--- config.mk ---
export PLATFORM = sky130hd
export DESIGN_NAME = bwse_pair_match
export DESIGN_NICKNAME = d
export VERILOG_FILES = /design/src/rtl/bwse_pkg.sv /design/src/rtl/bwse_pair_match.sv
export SDC_FILE = /design/constraint.sdc
export NUM_CORES = 1
export LEC_CHECK = 0
export BUFFER_PORTS_ARGS = -buffer_cell sky130_fd_sc_hd__buf_2
export CAP_MARGIN = 5
export CORE_AREA = 2 2 173 175
export DETAILED_ROUTE_END_ITERATION = 6
export DIE_AREA = 0 0 175 177
export PLACE_DENSITY = 0.58
export RECOVER_POWER = 25
export SYNTH_ARGS = -nofsm -noshare
export SYNTH_HDL_FRONTEND = slang
export SYNTH_SLANG_ARGS = --single-unit
--- constraint.sdc ---
create_clock -name vclk -period 3.85
set_input_delay 0.5775 -clock vclk [all_inputs]
set_output_delay 0.5775 -clock vclk [all_outputs]
set_load 0.05 [all_outputs]
--- src/rtl/bwse_pkg.sv ---
`timescale 1ns / 1ps
`default_nettype none

package bwse_pkg;

    localparam int ID_W      = 11;
    localparam int BYTE_W    = 8;
    localparam int CMD_W     = 2;
    localparam int CLASS_W   = 2;
    localparam int KEY_W     = 2 * ID_W;
    localparam int BYTE_TOKENS = 256;

    typedef logic [CMD_W-1:0] cmd_t;
    localparam cmd_t CMD_RULE  = 2'd0;
    localparam cmd_t CMD_BYTE  = 2'd1;
    localparam cmd_t CMD_FLUSH = 2'd2;

    typedef logic [CLASS_W-1:0] class_t;
    localparam class_t CLS_SPACE  = 2'd0;
    localparam class_t CLS_LETTER = 2'd1;
    localparam class_t CLS_DIGIT  = 2'd2;
    localparam class_t CLS_OTHER  = 2'd3;

    typedef enum logic [2:0] {
        ST_IDLE,
        ST_CHECK,
        ST_SCAN,
        ST_DRAIN,
        ST_DECIDE,
        ST_EMIT,
        ST_POST
    } state_t;

    // byte class: whitespace, letter, digit, other
    function automatic class_t byte_class(input logic [BYTE_W-1:0] c);
        class_t cls;
        if (c == 8'h20 || (c >= 8'h09 && c <= 8'h0D))
            cls = CLS_SPACE;
        else if ((c >= 8'h61 && c <= 8'h7A) || (c >= 8'h41 && c <= 8'h5A))
            cls = CLS_LETTER;
        else if (c >= 8'h30 && c <= 8'h39)
            cls = CLS_DIGIT;
        else
            cls = CLS_OTHER;
        return cls;
    endfunction

endpackage

`default_nettype wire

--- src/rtl/bwse_pair_match.sv ---
`timescale 1ns / 1ps
`default_nettype none

module bwse_pair_match #(
    parameter int MAX_WORD = 32,
    parameter int LW = 6,
    parameter int IW = 5
) (
    input  logic [bwse_pkg::ID_W-1:0]  word [MAX_WORD],
    input  logic [LW-1:0]              len,
    input  logic [bwse_pkg::KEY_W-1:0] key,
    input  logic [MAX_WORD-1:0]        found,
    output logic [MAX_WORD-1:0]        match,
    output logic                       hit,
    output logic [IW-1:0]              pos
);
    import bwse_pkg::*;

    // compare one rule against every adjacent pair not yet ranked
    always_comb
    begin
        match = '0;
        for (int i = 0; i < MAX_WORD - 1; i++)
        begin
            if ((LW'(i + 1) < len) && !found[i] && key == {word[i], word[i + 1]})
                match[i] = 1'b1;
        end
    end

    // leftmost hit
    always_comb
    begin
        pos = '0;
        for (int i = MAX_WORD - 1; i >= 0; i--)
        begin
            if (match[i])
                pos = IW'(i);
        end
        hit = |match;
    end

endmodule

`default_nettype wire

# Yosys cells after proc, flatten, opt, wreduce, memory -nomap -nowiden
# Cells that the tools add are included.
[totals] reg_bits=0 latch_bits=0 ram_bits=0 romBits=0 inputBits=412 output_inout_bits=38 elab_cells=218 memories=0
[classes] n_addsub=0 multipliers=0 div=0 magnitude_cmp=31 n_eq_ne=31 shifts=0 n_mux=62 bitwise=0 n_reduce_logical=94
[op_table] cell="22-bit equality test" count=31
[op_table] cell="5-bit 2-to-1 mux" count=31
[op_table] cell="5-bit by 6-bit less-than comparator with 1-bit output (first input constant)" count=16
[op_table] cell="1-bit logical AND" count=62
[op_table] cell="4-bit by 6-bit less-than comparator with 1-bit output (first input constant)" count=8
[op_table] cell="1-bit logical NOT" count=31
[op_table] cell="1-bit 2-to-1 mux" count=31
[op_table] cell="31-bit OR reduction" count=1
[op_table] cell="3-bit by 6-bit less-than comparator with 1-bit output (first input constant)" count=4
[op_table] cell="2-bit by 6-bit less-than comparator with 1-bit output (first input constant)" count=2
[op_table] cell="1-bit by 6-bit less-than comparator with 1-bit output (first input constant)" count=1

# Depth between registers and ports, before layout
# Gate-level depths: netlist of the first run.
[logic_depth] depth_word=35 mapped_depth=12 depth_no_buf=9

# Worst setup path after synthesis of the first run
# No wires, ideal clock.
[synth_path] path_type="input-to-output" startpoint="input port key[18] in the netlist's numbering" endpoint="output port pos[0]" arrival_ps=5211 slack_ps=-1938 path_stages=10 cell_sequence="clkbuf_1 -> buf_2 -> xor2_1 -> nor4_1 -> nand4_1 -> nor4_1 -> a21oi_1 -> o21ai_0 -> a31oi_1 -> o41ai_1"
[synth_via] elab_cells_between_ends=120
[synth_lines] item="start, declared" line="bwse_pair_match.sv:11" rtl="input logic [bwse_pkg::KEY_W-1:0] key,"
[synth_lines] item="22-bit equality test" line="bwse_pair_match.sv:25" rtl="if ((LW'(i + 1) < len) && !found[i] && key == {word[i], word[i + 1]})"
[synth_lines] item="1-bit logical AND" line="bwse_pair_match.sv:25"
[synth_lines] item="1-bit 2-to-1 mux" line="bwse_pair_match.sv:25"
[synth_lines] item="named net match[17]" line="bwse_pair_match.sv:13" rtl="output logic [MAX_WORD-1:0] match,"
[synth_lines] item="5-bit 2-to-1 mux (18 in a row)" line="bwse_pair_match.sv:36" rtl="if (match[i])"
[synth_lines] item="end, declared" line="bwse_pair_match.sv:15" rtl="output logic [IW-1:0] pos"
# The timed path passes the listed nets, and every way through them passes these cells.

# Worst setup path in the final report of the first run
[layout_path] startpoint="input port key[1] in the netlist's numbering" endpoint="output port pos[1]"
[layout_via] elab_chain_cells=34 elab_cells_between_ends=124
[layout_lines] item="22-bit equality test" line="bwse_pair_match.sv:25"
[layout_lines] item="1-bit logical AND" line="bwse_pair_match.sv:25"
[layout_lines] item="1-bit 2-to-1 mux" line="bwse_pair_match.sv:25"
[layout_lines] item="5-bit 2-to-1 mux (30 in a row)" line="bwse_pair_match.sv:36"
[layout_lines] item="5-bit 2-to-1 mux (*)" line="bwse_pair_match.sv:36"
# Every way passes the cells marked *; elsewhere a longest branch is shown, timed or not.

==> results of run 1 <==
## final timing paths
check | slack [ns] | startpoint | to | depth (start not counted)
max | 0.06 | key[1] | pos[1] | 12
min | 1.64 | found[15] | match[15] | 4
## power by group through the flow
stage	Clock, uW	Sequential (uW)	Combinational (uW)
after floorplan	0	0	784
after global placement	0	0	1450
after detailed placement	0	0	1450
after CTS	0	0	1460
after global routing	0.0000695	0	1560
final	0.000104	0	1480
## logic make-up (layout without fill, tap and decap cells)
| kind of cell | after synthesis | count (layout) | share of synthesized area [%] |
|---|---|---|---|
| AO/OA/AOI/OAI | 53 | 53 | 4.54 |
| XOR/XNOR | 682 | 682 | 67.8 |
| buffers and inverters | 103 | 588 | 7.10 |
| other | 1 | 4 | 0.0426 |
| AND/OR/NAND/NOR | 295 | 295 | 20.5 |
## per-stage QoR
step                total power (uW)  util, %  hold slack (ns)
global route                    1560     43.5             1.66
global placement                1450     43.4             1.65
CTS                             1460     43.4             1.65
floorplan                        784        -             1.23
detailed placement              1450     43.4             1.65
finish                          1480     43.6             1.64
## layer usage
layer | up-vias | share of wire [%] | GRT usage [%]
met1 | 4995 | 43 | 41.8
li1 | 4858 | - | -
met4 | 4 | 3.9 | 10.8
met5 | - | 0.040 | 0
met3 | 120 | 6.7 | 3.97
met2 | 562 | 47 | 54.6
## final cells by class
class	instances	area, um2	share of cell area (%)
antenna	3	7.51	0.0589
inverter	8	30.0	0.236
multi-input combinational	1031	8520	66.9
tap	390	488	3.83
timing repair buffer	580	3690	29.0
## worst max-delay path, delay by kind of cell
kind	cells	cell delay [ns]
buf+inv	3	0.53
xor+xnor	1	0.17
simple gates	4	1.16
compound gates	4	0.76
## layout by cell type (no fill, tap or decap), types with 10 or more instances in the layout
master / n
xor2_1: 471
buf_2: 431
xnor2_1: 211
nor4_1: 114
buf_4: 103
nand4_1: 70
buf_12: 35
nor2_1: 16
nor4_4: 15
nor3_1: 14
nand2_1: 14
o2111ai_1: 11
nand3_1: 10
==> key figures, run 1 <==
Timing
  • Max frequency: approximately 260 MHz
  • Final Hold Viols: 0
  • Period utilization: between 90% and 100%
  • RSZ-0062 raised after global routing: true
  • Slew Limit Fails: 0
  • Final setup TNS: 0 ns
  • Endpoints failing setup: 0
  • Final worst setup slack: about 0.064 ns
  • Rel. slew slack: a little over half
  • Least-Margin Pin Slew: about 0.7 ns
  • Clock period minus worst slack: ~3.8 ns

Clock tree
  • CTS resizes: 0
  • # hold bufs at CTS: 0
  • Setup repair bufs after CTS: 0

Routing
  • Post-route antenna net violation count: 0
  • Routed WL: around 52,000 um
  • 1st-iter DRT viols: ~770
  • Routed WL per cell: ~26 um
  • Post-route DRC: 0
  • Via count: ~11,000
  • Vias per cell: between 5 and 6
  • Pre-Repair DR Iteration Count: 5

Place
  • Post-Place Worst Slack: about 0.022 ns
  • Cells after DPL: about 2,000
  • Routability Congestion: 0.954
  • Placed inst area: 12,700 um2
  • Post-DP HPWL: 44,100 um
  • Port bufs: approximately 450

Layout
  • Final instance area: between 10,000 and 15,000 um2
  • Nets: 2,033
  • Non-Filler Instances: a little over 2,000
  • Fill count: about 3,000
  • Synth-to-Final Area Change: 44.6%
  • Flip-flop and latch count: 0
  • Clk_buf instances: 0
  • FF/Latch Area: 0 um2
  • Share of cells above drive strength 1: 38.2%

Die
  • Site Rows: 63
  • Initial core utilization: a little under a third
  • Total core area: just under 30,000 um2
  • Die X: around 180 um
  • Floorplan die height: 177 um
  • Die area: 31,000 um2
  • IO Pins: 450

Synthesis
  • Largest cells by area after synthesis: xor2_1 (47%), xnor2_1 (21%), nor4_1 (8.8%)
  • Syn Inst Count: 1,134
  • Post-Syn Area: about 9000 um2
  • Syn_area_per_cell: roughly 7.8 um2
  • Yosys top cell area share: between 40 and 50%
  • Syn_nets: 1,546
  • Library cells used by synthesis: 48
  • Synth warn: 0
  • Synth area leader: xor2_1
  • Sequential element share of the synthesized area: 0%
  • Top cells by count, synth: xor2_1 (471), xnor2_1 (211), nor4_1 (124)
  • Top-count cell post-synth: xor2_1

Power and ir drop
  • Net Sw Power: just over 800 uW
  • Pleak: 0.00562 uW
  • Combinational share of power: 100.0%
  • Pwr/cell area: 116 nW/um2
  • Clock power share: 0%
  • Pint: 648 uW
  • Switching share of total power: 56.1%
  • Peak VDD IR: 61.5 uV
  • Share of power burned in registers: 0%

Critical path
  • Worst Setup End Kind: primary output
  • Cells along the critical path: buf_2 -> buf_12 -> xor2_1 -> nor4_1 -> nand4_1 -> or4_4 -> nand2_2 -> o21bai_2 -> a211oi_2 -> o2111ai_2 -> a41oi_4 -> buf_12
  • WS Path Type: input port to primary output
  • CP required: 3.27 ns
  • Worst setup SP type: input port
  • CP Data Arrival Time: approximately 3.2 ns
  • Most used cell along the critical path: buf_12
  • Worst Path Max Fanout: 18
  • Slowest stage delay, CP: about 0.61 ns
  • Slowest cell on crit path: or4_4

Run status
  • Status: completed

Global route
  • Largest net degree at the start of global routing: 19
  • Vias in the first global route: between 10,000 and 15,000
  • Initial antenna violation count: 5
  • GR Overflow Total: 0
  • First-pass GRT wire length: between 70,000 and 80,000 um
  • Total GRT Usage: 32.1%

Worst hold path
  • Min-delay worst type: input port to primary output

Job
  • Max-cap viol count: 0
Power figures use the tool's default switching activity.
==> run 2: changes to the inputs <==
--- a/config.mk
+++ b/config.mk
@@ -7,11 +7,14 @@
 export LEC_CHECK = 0
 export BUFFER_PORTS_ARGS = -buffer_cell sky130_fd_sc_hd__buf_2
 export CAP_MARGIN = 5
-export CORE_AREA = 2 2 173 175
+export CELL_PAD_IN_SITES_DETAIL_PLACEMENT = 1
+export CELL_PAD_IN_SITES_GLOBAL_PLACEMENT = 1
+export CORE_AREA = 2 2 174 176
 export DETAILED_ROUTE_END_ITERATION = 6
-export DIE_AREA = 0 0 175 177
-export PLACE_DENSITY = 0.58
+export DIE_AREA = 0 0 176 178
+export PLACE_DENSITY = 0.78
 export RECOVER_POWER = 25
+export SLEW_MARGIN = 20
 export SYNTH_ARGS = -nofsm -noshare
 export SYNTH_HDL_FRONTEND = slang
 export SYNTH_SLANG_ARGS = --single-unit
==> run 2 against run 1 <==
  * Flip-flop and latch count unchanged
  * Largest cell class unchanged
  * Count of clock-buffer cells in the layout unchanged
  * Non-clock buffer count up 38
  * Sequential share of layout area unchanged
  * Global-route usage up 2.0 points
  * Via count up 5.4%
  * Worst hold slack better by 0.053 ns
  * Die area up 1.1%
  * Cell count up 2.1%
  * Cell area up 3.0%
==> key figures, run 2 (synthesis results as in run 1) <==
Layout
  • Synth-to-Final Area Change: 48.9%
  • Share of cells above drive strength 1: just over 40%
  • Clk_buf instances: 0
  • Flip-flop and latch count: 0
  • FF/Latch Area: 0 um2
  • Non-Filler Instances: about 2,000
  • Area of the multi-input gates: a little under 9000 um2
  • Fill count: approximately 3,700
  • Final instance area: about 13,000 um2
  • Nets: just over 2,000
  • Most frequent cells in the layout: xor2_1 (471), buf_2 (430), xnor2_1 (211)
  • Fin util: between 40% and 50%
  • Most common library cell in the layout ignoring fill and taps: xor2_1

Timing
  • Period utilization: 98.9%
  • Rel. slew slack: a little under three fifths
  • Endpoints failing setup: 0
  • Slew Limit Fails: 0
  • Max frequency: approximately 260 MHz
  • Least-Margin Pin Slew: 0.667 ns
  • Final Hold Viols: 0
  • Clock period minus worst slack: approximately 3.8 ns
  • Fin Hold WS: about 1.7 ns

Die
  • Initial core utilization: 30.0%
  • Total core area: around 29,000 um2
  • Floorplan die height: 178 um
  • Site Rows: 63
  • Die area: 31,300 um2
  • IO Pins: 450
  • Die X: ~180 um

Power and ir drop
  • Share of power burned in registers: 0%
  • Combinational share of power: between 90% and 100%
  • Pleak: approximately 0.0058 uW
  • Total power: roughly 1500 uW
  • Pwr/cell area: 116 nW/um2
  • Switching share of total power: around 57%
  • Clock power share: 0%
  • Peak VDD IR: around 63 uV
  • Net Sw Power: between 800 and 900 uW
  • Pint: 664 uW

Routing
  • Via count: ~11,000
  • Post-route DRC: 0
  • Pre-Repair DR Iteration Count: 5
  • Vias per cell: between 5 and 6
  • Routed WL per cell: between 20 and 30 um
  • Post-route antenna net violation count: 0
  • Routed WL: 56,100 um
  • 1st-iter DRT viols: 770

Global route
  • GR Overflow Total: 0
  • Initial antenna violation count: 10
  • Vias in the first global route: between 10,000 and 15,000
  • Met3 usage: approximately 3.8%
  • Top Usage Layer GRT: met2
  • Total GRT Usage: between 30 and 40%
  • GR met2 Demand/Resource: between 60% and 70%
  • First-pass GRT wire length: ~80,000 um
  • Met1 usage: around 43%
  • Largest net degree at the start of global routing: 26

Critical path
  • Cells along the critical path: buf_2 -> buf_12 -> buf_6 -> xnor2_1 -> nand4_1 -> or3_1 -> buf_4 -> nor2_2 -> nor3_1 -> o31ai_1 -> a21oi_2 -> o21ai_1 -> and3_1 -> buf_12
  • Slowest stage delay, CP: 0.38 ns
  • Worst setup SP type: input port
  • Most used cell along the critical path: buf_12
  • Crit path from: key[9]
  • WS Path Type: input port to primary output
  • Worst Path Max Fanout: 6
  • CP required: roughly 3.3 ns
  • Worst Setup End Kind: primary output
  • Critical path buffer and inverter count: 5
  • Slowest cell on crit path: or3_1
  • Family with the most delay on the worst path: simple AND/OR/NAND/NOR gates
  • CP Data Arrival Time: 3.23 ns

Clock tree
  • # hold bufs at CTS: 0

Run status
  • Status: completed

Place
  • Cells after DPL: 2,033
  • Post-DP HPWL: between 40,000 and 50,000 um
  • Placed inst area: between 10,000 and 15,000 um2
  • Routability Congestion: around 0.95
  • Port bufs: roughly 450

Worst hold path
  • Min-delay worst type: input port to primary output
  • Start point of the worst hold path: found[14]

Job
  • Max-cap viol count: 0
==> run 2: final timing paths <==
kind	depth (start not counted)	endpoint	slack [ns]
worst max-delay path	14	pos[2]	0.04
worst min-delay path	4	match[14]	1.69
==> run 2: final cells by class <==
cell class	instances	area share, %
well taps	390	3.72
diodes	8	0.153
inverters	8	0.229
multi-input cells	1031	65.8
repair buffers	618	30.1
==> run 2: metrics by stage <==
step,setup WS (ns),TNS [ns]
4_1_cts,0.00548,0
3_3_place_gp,-0.126,-0.191
5_1_grt,-0.0320,-0.0772
6_report,0.0411,0
3_5_place_dp,-0.0995,-0.372
2_1_floorplan,-0.970,-0.973
==> run 2: metal layers <==
layer | up-vias | part of all wire (%)
met5 | - | 0.039
met4 | 4 | 3.6
met3 | 143 | 6.5
met2 | 574 | 48
met1 | 5443 | 42
li1 | 4943 | -
==> run 2: timing repair <==
action / 4_1_cts / 5_1_grt
gates resized for setup: 11 / 54
buffers inserted: 3 / 11
gates cloned: 0 / 1
endpoints found under the setup margin: 6 / 6
pin swaps: 9 / 30
==> run 2: power groups by stage <==
stage / clock [uW] / combinational, uW / sequential (uW)
global route: 0.000209 / 1620 / 0
CTS: 0 / 1470 / 0
detailed placement: 0 / 1460 / 0
global placement: 0 / 1440 / 0
floorplan: 0 / 784 / 0
finish: 0.000279 / 1530 / 0
==> run 3: changes to the inputs <==
--- a/config.mk
+++ b/config.mk
@@ -5,14 +5,14 @@
 export SDC_FILE = /design/constraint.sdc
 export NUM_CORES = 1
 export LEC_CHECK = 0
+export ABC_AREA = 1
 export BUFFER_PORTS_ARGS = -buffer_cell sky130_fd_sc_hd__buf_2
-export CAP_MARGIN = 5
 export CELL_PAD_IN_SITES_DETAIL_PLACEMENT = 1
 export CELL_PAD_IN_SITES_GLOBAL_PLACEMENT = 1
-export CORE_AREA = 2 2 174 176
+export CORE_MARGIN = 2
+export CORE_UTILIZATION = 32
 export DETAILED_ROUTE_END_ITERATION = 6
-export DIE_AREA = 0 0 176 178
-export PLACE_DENSITY = 0.78
+export PLACE_DENSITY = 0.86
 export RECOVER_POWER = 25
 export SLEW_MARGIN = 20
 export SYNTH_ARGS = -nofsm -noshare
==> run 3 against run 2 <==
  * The flow now finishes with violations (negative setup slack)
  * Cell area grew 10%
  * Core utilization is 4.5 points higher
  * Flip-flop and latch count did not move
  * Count of clock-buffer cells in the layout is the same
  * Worst hold slack better by 0.070 ns
  * Critical path depth increased by 25
==> key figures, run 3 <==
Run status
  • Status: complete, but fails checks
  • Failing checks: negative setup slack

Critical path
  • Critical path buffer and inverter count: 4
  • Slowest stage delay, CP: approximately 0.16 ns
  • WS Path Type: input port to primary output
  • Worst Setup End Kind: primary output
  • Most used cell along the critical path: nand2_1
  • CP Data Arrival Time: 3.45 ns
  • Worst Path Max Fanout: 6
  • Slowest cell on crit path: buf_6
  • Family with the most delay on the worst path: simple AND/OR/NAND/NOR gates
  • Worst setup SP type: input port
  • CP required: 3.27 ns

Die
  • IO Pins: between 400 and 500
  • Initial core utilization: about a third
  • Site Rows: 63
  • Die X: between 150 and 200 um
  • Total core area: 29,500 um2
  • Die area: 31,200 um2
  • Floorplan die height: 177 um

Power and ir drop
  • Pleak: around 0.0072 uW
  • Total power: 1810 uW
  • Pwr/cell area: approximately 120 nW/um2
  • Peak VDD IR: about 70 uV

Routing
  • Vias per cell: between 6 and 7
  • 1st-iter DRT viols: 2,244
  • Routed WL per cell: between 20 and 30 um
  • Pre-Repair DR Iteration Count: 6
  • Via count: around 17,000
  • Post-route antenna net violation count: 0
  • Routed WL: approximately 77,000 um
  • Post-route DRC: 0

Synthesis
  • Largest cells by area after synthesis: nand2_1 (14%), xnor2_1 (13%), o22ai_1 (13%)
  • Syn_area_per_cell: 5.64 um2
  • Post-Syn Area: 9550 um2
  • Synth warn: 0
  • Library cells used by synthesis: between 50 and 60
  • Synth area leader: nand2_1
  • Sequential element share of the synthesized area: 0%
  • Top cells by count, synth: nand2_1 (364), inv_1 (214), o22ai_1 (195)
  • Yosys top cell area share: between 10% and 20%
  • Top-count cell post-synth: nand2_1
  • Syn_nets: about 2,100
  • Syn Inst Count: between 1,500 and 2,000

Layout
  • Nets: approximately 2,700
  • Share of cells above drive strength 1: a little over a third
  • Flip-flop and latch count: 0
  • FF/Latch Area: 0 um2
  • Most frequent cells in the layout: buf_2 (423), nand2_1 (356), buf_4 (259)
  • Fill count: about 4,200
  • Clk_buf instances: 0
  • Fin util: about half
  • Most common library cell in the layout ignoring fill and taps: buf_2
  • Synth-to-Final Area Change: 51.7%

Global route
  • GR Overflow Total: 0
  • Total GRT Usage: 47.3%
  • Initial antenna violation count: 4
  • Vias in the first global route: approximately 18,000
  • Largest net degree at the start of global routing: 19
  • First-pass GRT wire length: 110,000 um

Timing
  • Least-Margin Pin Slew: 0.628 ns
  • Fin Hold WS: ~1.8 ns
  • RSZ-0062 raised after global routing: true
  • Max frequency: ~250 MHz
  • Endpoints failing setup: 2
  • Clock period minus worst slack: 4.03 ns
  • Period utilization: 105%
  • Final worst setup slack: -0.178 ns
  • Final setup TNS: -0.300 ns
  • Slew Limit Fails: 0
  • Final Hold Viols: 0
  • Rel. slew slack: between 50 and 60%

Job
  • Max-cap viol count: 0

Worst hold path
  • Min-delay worst type: input port to primary output

Clock tree
  • # hold bufs at CTS: 0

Place
  • Routability Congestion: approximately 1.1
  • Post-DP HPWL: roughly 64,000 um
  • Post-Place Worst Slack: -0.382 ns
  • Port bufs: roughly 450
## run 3: cell count changes in the layout (fill, tap and decap cells not counted), moves of 58 or more
cell / change
xor2_1: -387
nand2_1: +343
inv_1: +202
o22ai_1: +195
buf_4: +125
nor2_1: +70
xnor2_1: -68
nor4_1: -62
o21ai_0: +58
## run 3: layout make-up
class              instances  area [um2]  share of cell area [%]
repair buffers           734        4830                    33.3
diodes                     1        2.50                  0.0173
well taps                390         488                    3.37
multi-input cells       1342        8240                    56.9
inverters                237         923                    6.38
## run 3: worst paths after layout
path	from	end	slack (ns)	cells after the start
worst min-delay path	word[339]	match[1]	1.76	5
worst max-delay path	key[19]	pos[0]	-0.18	39
## run 3: worst min-delay path, stage by stage
cell	delay [ns]
buf_2	0.12
a221oi_1	0.08
nand4_1	0.09
nor2_1	0.09
buf_2	0.23
## run 3: cell families after synthesis
family                    synth area share (%)
and+or+nand+nor                           32.5
AOI/OAI and AO/OA                         29.8
buffers and inverters                     16.7
xor gates and xnor gates                  20.9
other                                   0.0393
## run 3: layer usage
layer  up-vias  share of wire, %  GRT usage (%)
li1       7143                 -              -
met1      8023                36           57.3
met2      1590                42           73.6
met3       451                13           12.0
met4         6               8.2           31.6
met5         -             0.060              0
## run 3: stage by stage
stage          instances  cell area, um2
2_1_floorplan       1693            9640
3_3_place_gp        2690           14000
3_5_place_dp        2690           14000
4_1_cts             2694           14300
5_1_grt             2704           14500
6_report            2704           14500
## run 3: what timing repair did
item,4_1_cts,5_1_grt
resized for setup,58,39
endpoints found under the setup margin,6,6
pin swaps,8,18
setup buffers,4,9
## run 3: power breakdown
group	switching [uW]	total [uW]	leakage, uW	internal (uW)
Combinational	1080	1810	0.00723	722
Clock	0	0.0000348	0.00000000634	0.0000348
Sequential	0	0	0	0
